$ cat config.mk
export PLATFORM = sky130hd
export DESIGN_NAME = timed_intensity_fader_unit
export DESIGN_NICKNAME = d
export VERILOG_FILES = /design/src/rtl/core/tif_pkg.sv /design/src/rtl/core/timed_intensity_fader_unit.sv /design/src/rtl/core/tif_ctrl.sv /design/src/rtl/core/tif_dp.sv
export VERILOG_INCLUDE_DIRS = /design/src /design/src/rtl/core
export SDC_FILE = /design/constraint.sdc
export NUM_CORES = 2
export LEC_CHECK = 0
export ABC_CLOCK_PERIOD_IN_PS = 8100
export BUFFER_PORTS_ARGS = -buffer_cell sky130_fd_sc_hd__buf_2
export CORE_MARGIN = 2
export CORE_UTILIZATION = 45
export CTS_CLUSTER_DIAMETER = 120
export CTS_CLUSTER_SIZE = 40
export DETAILED_ROUTE_END_ITERATION = 6
export GPL_ROUTABILITY_DRIVEN = 0
export PLACE_DENSITY = 0.69
export SYNTH_ARGS = -nofsm -noshare
export SYNTH_HDL_FRONTEND = slang
export SYNTH_SLANG_ARGS = --single-unit
$ cat constraint.sdc
create_clock -name clk -period 8.1 [get_ports clk]
set_clock_uncertainty 0.1 [all_clocks]
set_input_delay 0 -clock clk [delete_from_list [all_inputs] [get_ports clk]]
set_output_delay 0 -clock clk [all_outputs]
set_load 0.01 [all_outputs]
$ cat src/rtl/core/timed_intensity_fader_unit_assert.svh
// Assertion macros shared by the timed intensity fader modules.
`ifndef TIMED_INTENSITY_FADER_UNIT_ASSERT_SVH
`define TIMED_INTENSITY_FADER_UNIT_ASSERT_SVH

// A property that must hold at every clock edge outside reset.
`define TIF_CHECK(label, prop, msg) \
	label: assert property (@(posedge clk) disable iff (!arst_n) prop) else $error(msg);

// A consequence that must hold in the clock cycle after its cause.
`define TIF_CHECK_NEXT(label, cause, effect, msg) \
	label: assert property (@(posedge clk) disable iff (!arst_n) (cause) |=> (effect)) \
		else $error(msg);

`endif

$ cat src/rtl/core/tif_pkg.sv
// Shared types, codes and widths of the timed intensity fader.
package tif_pkg;

	localparam int NUM_CHANNELS_DEF = 6;

	localparam int CH_W    = 3;
	localparam int MODE_W  = 2;
	localparam int LEVEL_W = 16;
	localparam int DUR_W   = 32;
	localparam int EL_W    = 32;
	localparam int TIME_W  = 64;
	localparam int PROD_W  = LEVEL_W + EL_W;
	localparam int DIV_STEPS = LEVEL_W;
	localparam int DCNT_W  = $clog2(DIV_STEPS);

	localparam int IN_DATA_W  = 88;
	localparam int OUT_DATA_W = 24;

	localparam logic OP_CTRL = 1'b0;
	localparam logic OP_TICK = 1'b1;

	localparam logic [CH_W-1:0] CH_ALL = '0;

	typedef enum logic [MODE_W-1:0] {
		MODE_TEMP   = 2'd0,
		MODE_PERM   = 2'd1,
		MODE_CANCEL = 2'd2,
		MODE_NONE   = 2'd3
	} tif_mode_t;

	typedef enum logic [2:0] {
		ST_IDLE,
		ST_LOAD,
		ST_DECIDE,
		ST_MUL,
		ST_DINIT,
		ST_DIV,
		ST_FINISH,
		ST_EMIT
	} tif_state_t;

	typedef struct packed {
		logic apply_ctrl;
		logic start_tick;
		logic load_ch;
		logic mul;
		logic div_init;
		logic div_step;
		logic finish;
		logic out_load;
	} tif_cmd_t;

	typedef struct packed {
		logic fade;
		logic div_done;
		logic last_ch;
		logic any;
		logic out_free;
	} tif_sts_t;

endpackage

$ cat src/rtl/core/timed_intensity_fader_unit.sv
// Top level of the timed intensity fader: stream ports, controller and datapath.
// A control beat (tuser low) is applied as it is taken, and the next beat can follow at once. A tick
// beat (tuser high) walks the channels one after another: a channel that fades passes through
// load, decide, multiply, divider init, the 16 steps of the shared bit-serial divider and finish,
// while an inactive or expiring channel passes only through load, decide and finish.
// When any channel is still active afterwards, one report beat per channel follows, one per
// cycle while the output is taken, the last one marked by tlast. The next beat is taken only
// after the walk and its report beats, so a report beat held back by the output delays it; the
// final report beat may still wait in the output register at that point.
`include "timed_intensity_fader_unit_assert.svh"

module timed_intensity_fader_unit #(
	parameter int NUM_CHANNELS = tif_pkg::NUM_CHANNELS_DEF
) (
	input  logic                              clk,
	input  logic                              arst_n,
	input  logic                              s_axis_tvalid,
	output logic                              s_axis_tready,
	// channel [2:0], mode [4:3], level [20:5], duration_us [52:21], tick_us [84:53], zeros
	input  logic [tif_pkg::IN_DATA_W-1:0]     s_axis_tdata,
	// op: low for a control command, high for a time tick
	input  logic                              s_axis_tuser,
	output logic                              m_axis_tvalid,
	input  logic                              m_axis_tready,
	// out_channel [2:0], out_level [18:3], zeros
	output logic [tif_pkg::OUT_DATA_W-1:0]    m_axis_tdata,
	output logic                              m_axis_tlast
);
	import tif_pkg::*;

	localparam int MODE_LO  = CH_W;
	localparam int LEVEL_LO = MODE_LO + MODE_W;
	localparam int DUR_LO   = LEVEL_LO + LEVEL_W;
	localparam int EL_LO    = DUR_LO + DUR_W;

	tif_cmd_t           cmd;
	tif_sts_t           sts;
	logic [CH_W-1:0]    out_channel;
	logic [LEVEL_W-1:0] out_level;

	tif_ctrl u_ctrl (
		.clk      (clk),
		.arst_n   (arst_n),
		.in_valid (s_axis_tvalid),
		.in_ready (s_axis_tready),
		.op       (s_axis_tuser),
		.sts      (sts),
		.cmd      (cmd)
	);

	tif_dp #(
		.NUM_CHANNELS (NUM_CHANNELS)
	) u_dp (
		.clk         (clk),
		.arst_n      (arst_n),
		.cmd         (cmd),
		.sts         (sts),
		.channel     (s_axis_tdata[MODE_LO-1:0]),
		.mode        (s_axis_tdata[LEVEL_LO-1:MODE_LO]),
		.level       (s_axis_tdata[DUR_LO-1:LEVEL_LO]),
		.duration_us (s_axis_tdata[EL_LO-1:DUR_LO]),
		.tick_us     (s_axis_tdata[EL_LO+EL_W-1:EL_LO]),
		.out_valid   (m_axis_tvalid),
		.out_ready   (m_axis_tready),
		.out_channel (out_channel),
		.out_level   (out_level),
		.last        (m_axis_tlast)
	);

	assign m_axis_tdata = OUT_DATA_W'({out_level, out_channel});

endmodule

$ cat src/rtl/core/tif_ctrl.sv
// Sequencing state machine of the timed intensity fader.
`include "timed_intensity_fader_unit_assert.svh"

module tif_ctrl (
	input  logic            clk,
	input  logic            arst_n,
	input  logic            in_valid,
	output logic            in_ready,
	input  logic            op,
	input  tif_pkg::tif_sts_t sts,
	output tif_pkg::tif_cmd_t cmd
);
	import tif_pkg::*;

	tif_state_t state_q;
	tif_state_t state_d;
	logic       accept;

	assign accept = in_valid && in_ready;

	always_ff @(posedge clk or negedge arst_n) begin
		if (!arst_n) begin
			state_q <= ST_IDLE;
		end else begin
			state_q <= state_d;
		end
	end

	always_comb begin
		state_d = state_q;
		unique case (state_q)
			ST_IDLE: begin
				if (accept && op == OP_TICK) begin
					state_d = ST_LOAD;
				end
			end
			ST_LOAD:   state_d = ST_DECIDE;
			ST_DECIDE: state_d = sts.fade ? ST_MUL : ST_FINISH;
			ST_MUL:    state_d = ST_DINIT;
			ST_DINIT:  state_d = ST_DIV;
			ST_DIV: begin
				if (sts.div_done) begin
					state_d = ST_FINISH;
				end
			end
			ST_FINISH: begin
				if (!sts.last_ch) begin
					state_d = ST_LOAD;
				end else if (sts.any || sts.fade) begin
					state_d = ST_EMIT;
				end else begin
					state_d = ST_IDLE;
				end
			end
			ST_EMIT: begin
				if (sts.out_free && sts.last_ch) begin
					state_d = ST_IDLE;
				end
			end
			default: state_d = ST_IDLE;
		endcase
	end

	always_comb begin
		in_ready = 1'b0;
		cmd      = '0;
		unique case (state_q)
			ST_IDLE: begin
				in_ready       = 1'b1;
				cmd.apply_ctrl = accept && op == OP_CTRL;
				cmd.start_tick = accept && op == OP_TICK;
			end
			ST_LOAD:   cmd.load_ch  = 1'b1;
			ST_DECIDE: ;
			ST_MUL:    cmd.mul      = 1'b1;
			ST_DINIT:  cmd.div_init = 1'b1;
			ST_DIV:    cmd.div_step = 1'b1;
			ST_FINISH: cmd.finish   = 1'b1;
			ST_EMIT:   cmd.out_load = sts.out_free;
			default: ;
		endcase
	end

	`TIF_CHECK(a_emit_needs_active, (state_q == ST_EMIT) |-> sts.any, "report without an active channel")
	`TIF_CHECK(a_div_only_on_fade, (state_q == ST_DIV) |-> sts.fade, "division on a channel that does not fade")
	`TIF_CHECK_NEXT(a_emit_holds, state_q == ST_EMIT && !sts.out_free, state_q == ST_EMIT, "report state left while stalled")

endmodule

$ cat src/rtl/core/tif_dp.sv
// Channel store, multiplier, bit-serial divider and output register of the fader.
`include "timed_intensity_fader_unit_assert.svh"

module tif_dp #(
	parameter int NUM_CHANNELS = tif_pkg::NUM_CHANNELS_DEF
) (
	input  logic                         clk,
	input  logic                         arst_n,
	input  tif_pkg::tif_cmd_t            cmd,
	output tif_pkg::tif_sts_t            sts,
	input  logic [tif_pkg::CH_W-1:0]     channel,
	input  logic [tif_pkg::MODE_W-1:0]   mode,
	input  logic [tif_pkg::LEVEL_W-1:0]  level,
	input  logic [tif_pkg::DUR_W-1:0]    duration_us,
	input  logic [tif_pkg::EL_W-1:0]     tick_us,
	output logic                         out_valid,
	input  logic                         out_ready,
	output logic [tif_pkg::CH_W-1:0]     out_channel,
	output logic [tif_pkg::LEVEL_W-1:0]  out_level,
	output logic                         last
);
	import tif_pkg::*;

	localparam int CW = (NUM_CHANNELS > 1) ? $clog2(NUM_CHANNELS) : 1;

	logic [TIME_W-1:0]  time_q  [NUM_CHANNELS];
	logic [LEVEL_W-1:0] level_q [NUM_CHANNELS];

	logic [CW-1:0]      ch_q;
	logic [EL_W-1:0]    el_q;
	logic [TIME_W-1:0]  t_q;
	logic [LEVEL_W-1:0] lv_q;
	logic [PROD_W-1:0]  x_q;
	logic [TIME_W-1:0]  rem_q;
	logic [LEVEL_W-1:0] qx_q;
	logic [DCNT_W-1:0]  dcnt_q;
	logic               any_q;
	logic               out_valid_q;
	logic [CH_W-1:0]    out_channel_q;
	logic [LEVEL_W-1:0] out_level_q;
	logic               last_q;

	logic               ch_ok;
	logic [CW-1:0]      wr_idx;
	logic               fade;
	logic               last_ch;
	logic [TIME_W-1:0]  t_new;
	logic [TIME_W:0]    rs;
	logic [TIME_W:0]    diff;
	logic               ge;
	logic [TIME_W-1:0]  rem_d;
	logic               rup;
	logic [LEVEL_W:0]   r;
	logic [LEVEL_W-1:0] lv_new;

	assign ch_ok   = channel != CH_ALL && 32'(channel) <= 32'(NUM_CHANNELS);
	assign wr_idx  = CW'(channel - CH_W'(1));
	assign fade    = t_q > TIME_W'(el_q);
	assign last_ch = ch_q == CW'(NUM_CHANNELS - 1);
	assign t_new   = t_q - TIME_W'(el_q);

	// One restoring step: the next dividend bit is shifted in from the top of qx_q.
	assign rs    = {rem_q, qx_q[LEVEL_W-1]};
	assign diff  = rs - {1'b0, t_q};
	assign ge    = rs >= {1'b0, t_q};
	assign rem_d = ge ? diff[TIME_W-1:0] : rs[TIME_W-1:0];

	// Round to nearest with ties down: add one only when twice the remainder exceeds the divisor.
	assign rup    = {rem_q, 1'b0} > {1'b0, t_q};
	assign r      = {1'b0, qx_q} + (LEVEL_W+1)'(rup);
	assign lv_new = lv_q - r[LEVEL_W-1:0];

	always_ff @(posedge clk or negedge arst_n) begin
		if (!arst_n) begin
			for (int i = 0; i < NUM_CHANNELS; i++) begin
				time_q[i]  <= '0;
				level_q[i] <= '0;
			end
		end else if (cmd.apply_ctrl) begin
			if (channel == CH_ALL) begin
				for (int i = 0; i < NUM_CHANNELS; i++) begin
					time_q[i]  <= '0;
					level_q[i] <= '0;
				end
			end else if (ch_ok) begin
				unique case (tif_mode_t'(mode))
					MODE_TEMP: begin
						time_q[wr_idx]  <= TIME_W'(duration_us);
						level_q[wr_idx] <= level;
					end
					MODE_PERM: begin
						time_q[wr_idx]  <= '1;
						level_q[wr_idx] <= level;
					end
					MODE_CANCEL: begin
						time_q[wr_idx]  <= '0;
						level_q[wr_idx] <= '0;
					end
					default: ;
				endcase
			end
		end else if (cmd.finish) begin
			if (fade) begin
				time_q[ch_q]  <= t_new;
				level_q[ch_q] <= lv_new;
			end else if (t_q != '0) begin
				time_q[ch_q]  <= '0;
				level_q[ch_q] <= '0;
			end
		end
	end

	always_ff @(posedge clk or negedge arst_n) begin
		if (!arst_n) begin
			ch_q   <= '0;
			any_q  <= 1'b0;
			dcnt_q <= '0;
		end else begin
			if (cmd.start_tick) begin
				ch_q  <= '0;
				any_q <= 1'b0;
			end else if (cmd.finish || cmd.out_load) begin
				ch_q <= last_ch ? '0 : ch_q + CW'(1);
			end
			if (cmd.finish && fade) begin
				any_q <= 1'b1;
			end
			if (cmd.div_init) begin
				dcnt_q <= '0;
			end else if (cmd.div_step) begin
				dcnt_q <= dcnt_q + DCNT_W'(1);
			end
		end
	end

	always_ff @(posedge clk) begin
		if (cmd.start_tick) begin
			el_q <= tick_us;
		end
		if (cmd.load_ch) begin
			t_q  <= time_q[ch_q];
			lv_q <= level_q[ch_q];
		end
		if (cmd.mul) begin
			x_q <= PROD_W'(lv_q) * PROD_W'(el_q);
		end
		if (cmd.div_init) begin
			rem_q <= TIME_W'(x_q[PROD_W-1:LEVEL_W]);
			qx_q  <= x_q[LEVEL_W-1:0];
		end else if (cmd.div_step) begin
			rem_q <= rem_d;
			qx_q  <= {qx_q[LEVEL_W-2:0], ge};
		end
	end

	always_ff @(posedge clk or negedge arst_n) begin
		if (!arst_n) begin
			out_valid_q <= 1'b0;
		end else if (cmd.out_load) begin
			out_valid_q <= 1'b1;
		end else if (out_ready) begin
			out_valid_q <= 1'b0;
		end
	end

	always_ff @(posedge clk) begin
		if (cmd.out_load) begin
			out_channel_q <= CH_W'(ch_q) + CH_W'(1);
			out_level_q   <= level_q[ch_q];
			last_q        <= last_ch;
		end
	end

	assign out_valid   = out_valid_q;
	assign out_channel = out_channel_q;
	assign out_level   = out_level_q;
	assign last        = last_q;

	assign sts.fade     = fade;
	assign sts.div_done = dcnt_q == DCNT_W'(DIV_STEPS - 1);
	assign sts.last_ch  = last_ch;
	assign sts.any      = any_q;
	assign sts.out_free = !out_valid_q || out_ready;

	`TIF_CHECK(a_out_no_overwrite, cmd.out_load |-> (!out_valid_q || out_ready), "waiting beat overwritten")
	`TIF_CHECK(a_rem_below_divisor, cmd.div_step |-> (rem_q < t_q), "partial remainder not below divisor")
	`TIF_CHECK_NEXT(a_tick_restarts, cmd.start_tick, !any_q && ch_q == '0, "tick did not restart the channel walk")

endmodule
==> run_results.csv <==
group,metric,value,unit
layout,syn_to_final_growth,7.609,%
global_routing,grt_pass1_wl,354.9,mm
cts,cts_resized,0,
floorplan,chipHeight,373.7,microns
sta,fmax,130.7,MHz
drt,drcViolationCount,0,
sta,worst_slew_pin_slew,1.461,ns
logic_synthesis,synth_top_area_cell,"dfrtp_1",
cts,cts_sinks,752,
global_routing,globalRouteOverflowTotal,0,
layout,regArea,19800,sq um
logic_synthesis,syn_area,61500,sq um
logic_synthesis,avgSynthCellArea,8.576,sq um
worst_setup_path,worst_path_most_repeated_cell,"fa_1",
worst_setup_path,worst-path-buf-inv,5,
global_routing,antenna_found_initial,9,
worst_hold_path,hold_depth,4,
logic_synthesis,synthArstFlopShare,65.43,%
cts,cts_max_level,1,
drt,wl_per_cell,26.86,microns
layout,fin_area,66180,sq um
logic_synthesis,synth.distinct_cells,94,
sta,finalCriticalPeriod,7.649,ns
cts,clk_latency,0.75,ns
logic_synthesis,synth_edf_count,228,
worst_setup_path,r2r_cells,21,
worst_hold_path,hp-start,"s_axis_tdata[38]",
sta,relSlewSlack,2.385,%
global_routing,grt_usage,33.06,%
cts,cts_tree,"yes",
sta,setup_violations,0,
sta,period_share,94.44,%
worst_setup_path,required,8.49,ns
worst_setup_path,end_kind,"flop",
cts,numCtsBuffers,30,
drt,ant_nets,0,
drt,wl,238.7,mm
layout,multi_input_area,37580,sq um
sta,setup_tns,0,ns
worst_setup_path,rr_startpoint,"u_dp.lv_q[5]",
worst_setup_path,startpoint_type,"flop",
logic_synthesis,synthCells,7171,
worst_hold_path,hp-class,"in2reg",
global_routing,grt_pass1_vias,57490,
global_routing,grt.met2_usage,48.91,%
run,cap_violations,0,
drt,vias_per_cell,6.645,
layout,drive_above_1_share,5.843,%
worst_setup_path,slowest_delay,0.62,ns
logic_synthesis,ys_seq_elements,752,
layout,fill_cells,12710,
layout,mostFrequentLayoutCells,"nand2_1, nor2_1, inv_1",
global_routing,use_met3,10.74,%
sta,rsz0062_at_grt,"no",
worst_setup_path,path_cells,"inv_1 > buf_4 > nor2_1 > fa_1 > inv_1 > fa_1 > fa_1 > inv_1 > ha_1 > fa_1 > fa_1 > ha_1 > nand2_1 > o31ai_1 > a31oi_1 > o31ai_1 > a311oi_1 > buf_4 > o41a_1 > o31ai_1 > xor2_1",
logic_synthesis,ys.flop_type,"dfrtp_1",
sta,hold_viol,0,
status,status,"finished clean",
drt,firstDrtPassIters,7,
layout,final_nets,7848,
floorplan,fp-row-count,135,
logic_synthesis,synth-seq-area-share,32.19,%
floorplan,boundaryPins,120,
sta,drv_slew,0,
worst_setup_path,path_class,"reg2reg",
logic_synthesis,synthTopCellsByArea,"dfrtp_1, fa_1, edfxtp_1",
floorplan,core_area,135600,sq um
worst_setup_path,rrSetupSlack,0.45,ns
drt,drtIter0Drc,8940,
layout,final_common_cell,"nand2_1",
drt,vias,59050,
floorplan,fp.dieW,373.7,microns
placement,place_hpwl,159.6,mm
placement,placed_cell_area,63750,sq um
cts,clockBufferDepth,3,
cts,cts.clk_slew.worst_paths,0.18,ns
worst_setup_path,cp_max_fo,13,
worst_setup_path,crit_family,"adder cells",
global_routing,grt_most_used_layer,"met2",
worst_setup_path,critPathSlowestCell,"inv_1",
worst_setup_path,r2r-end,"u_dp.x_q[41]",
cts,root_buffer,"clkbuf_16",
floorplan,dieArea,139600,sq um
global_routing,gr-usage-met1,42.79,%
floorplan,start_util,45.34,%
logic_synthesis,synth_top_area_share,20.02,%
global_routing,grt_max_degree,143,
worst_hold_path,holdPathEnd,"u_dp.time_q[145]",
placement,port_buffers,111,
worst_setup_path,crit_arrival,8.04,ns
logic_synthesis,yosys_warnings,0,
cts,postCtsSetupRepairBufs,0,
per-stage QoR:
step	hold WS, ns	setup WS (ns)	std cells	util (%)
6_report	0.08675	0.4506	8887	48.79
5_1_grt	0.08988	0.1727	8885	48.79
3_5_place_dp	-0.005504	0.6648	8707	47.00
3_3_place_gp	-0.01057	0.7857	8707	47.00
2_1_floorplan	-0.3956	0.6546	7175	-
4_1_cts	0.06120	0.5904	8884	48.79
worst max-delay path by stage:
stage,cells after the start,slack (ns),start,to
after global routing,21,0.17,u_dp.lv_q[5],u_dp.x_q[41]
final,21,0.45,u_dp.lv_q[5],u_dp.x_q[41]
after CTS,21,0.59,u_dp.lv_q[5],u_dp.x_q[41]
after floorplan,3,0.65,u_ctrl.state_q[0],u_dp.lv_q[0]
after global placement,21,0.79,u_dp.lv_q[1],u_dp.x_q[45]
after detailed placement,20,0.66,u_dp.lv_q[1],u_dp.x_q[41]
Yosys cell counts, types with 15 or more instances:
cell / n
clkbuf_1: 435
a32oi_1: 15
nand2_1: 847
o21bai_1: 25
o31ai_1: 18
nor2_1: 708
xor2_1: 63
o22ai_1: 187
xnor2_1: 125
nand2b_1: 70
a21o_1: 68
fa_1: 422
a211oi_1: 17
nand3_1: 181
and3_1: 22
buf_2: 53
a22o_1: 140
ha_1: 253
a221oi_1: 47
nor3_1: 57
a21oi_1: 517
inv_1: 612
o21a_1: 94
dfxtp_1: 32
or3_1: 17
buf_1: 20
o211ai_1: 90
a22oi_1: 328
dfrtp_1: 492
nor4_1: 22
and2_1: 61
a31oi_1: 84
o21ai_0: 503
nand4_1: 51
a2bb2oi_1: 55
nor2b_1: 22
edfxtp_1: 228
kinds of logic (layout without fill, tap and decap cells):
| logic type | count (synthesis) | count (layout) | share of synthesized area (%) |
|---|---|---|---|
| simple gates | 2112 | 2112 | 14.85 |
| other cells | 1 | 8 | 0.006098 |
| xor+xnor | 188 | 188 | 2.677 |
| flops | 752 | 752 | 32.19 |
| fa+ha+maj | 675 | 675 | 18.88 |
| compound gates | 2293 | 2293 | 24.12 |
| mux | 4 | 4 | 0.07120 |
| buf+inv | 1146 | 1074 | 7.206 |
area by class of cell:
| type | instances | area share (%) |
|---|---|---|
| Clock buffer | 39 | 1.218 |
| Antenna cell | 3 | 0.01134 |
| Clock inverter | 16 | 0.5710 |
| Sequential cell | 752 | 29.92 |
| Tap cell | 1781 | 3.367 |
| Timing Repair Buffer | 394 | 4.590 |
| Multi-Input combinational cell | 5277 | 56.78 |
| Inverter | 625 | 3.545 |
sequential cells by signal, indices dropped and copies added (netlist names), 3 cells and up:
register / count
u_dp.time_q: 384
u_dp.rem_q: 64
u_dp.ch_q: 3
u_dp.el_q: 32
u_dp.qx_q: 16
u_dp.level_q: 96
u_dp.dcnt_q: 4
u_dp.x_q: 48
u_ctrl.state_q: 3
u_dp.out_channel: 3
u_dp.t_q: 64
u_dp.out_level: 16
u_dp.lv_q: 16
tightest hold or removal path, cell delays in order:
cell,delay [ns]
dlygate4sd3_1,0.52
buf_2,0.17
a221oi_1,0.09
o21ai_0,0.15
routing by layer:
layer  share of wire (%)  routed length, microns  up-vias
met3                  15                   34860     1015
li1                    -                       -    24810
met1                  37                   87500    28730
met5               0.039                      93        -
met2                  42                  101100     4489
met4                 6.4                   15230       12
what timing repair did:
| item | in CTS | in global routing |
|---|---|---|
| hold buffers | 122 | 0 |
| endpoints found under the setup margin | 0 | 0 |
| hold endpoints to repair | 439 | 0 |
Power is not shown: default switching activity piles up to over one toggle a cycle in this logic, so the estimate is an artifact.
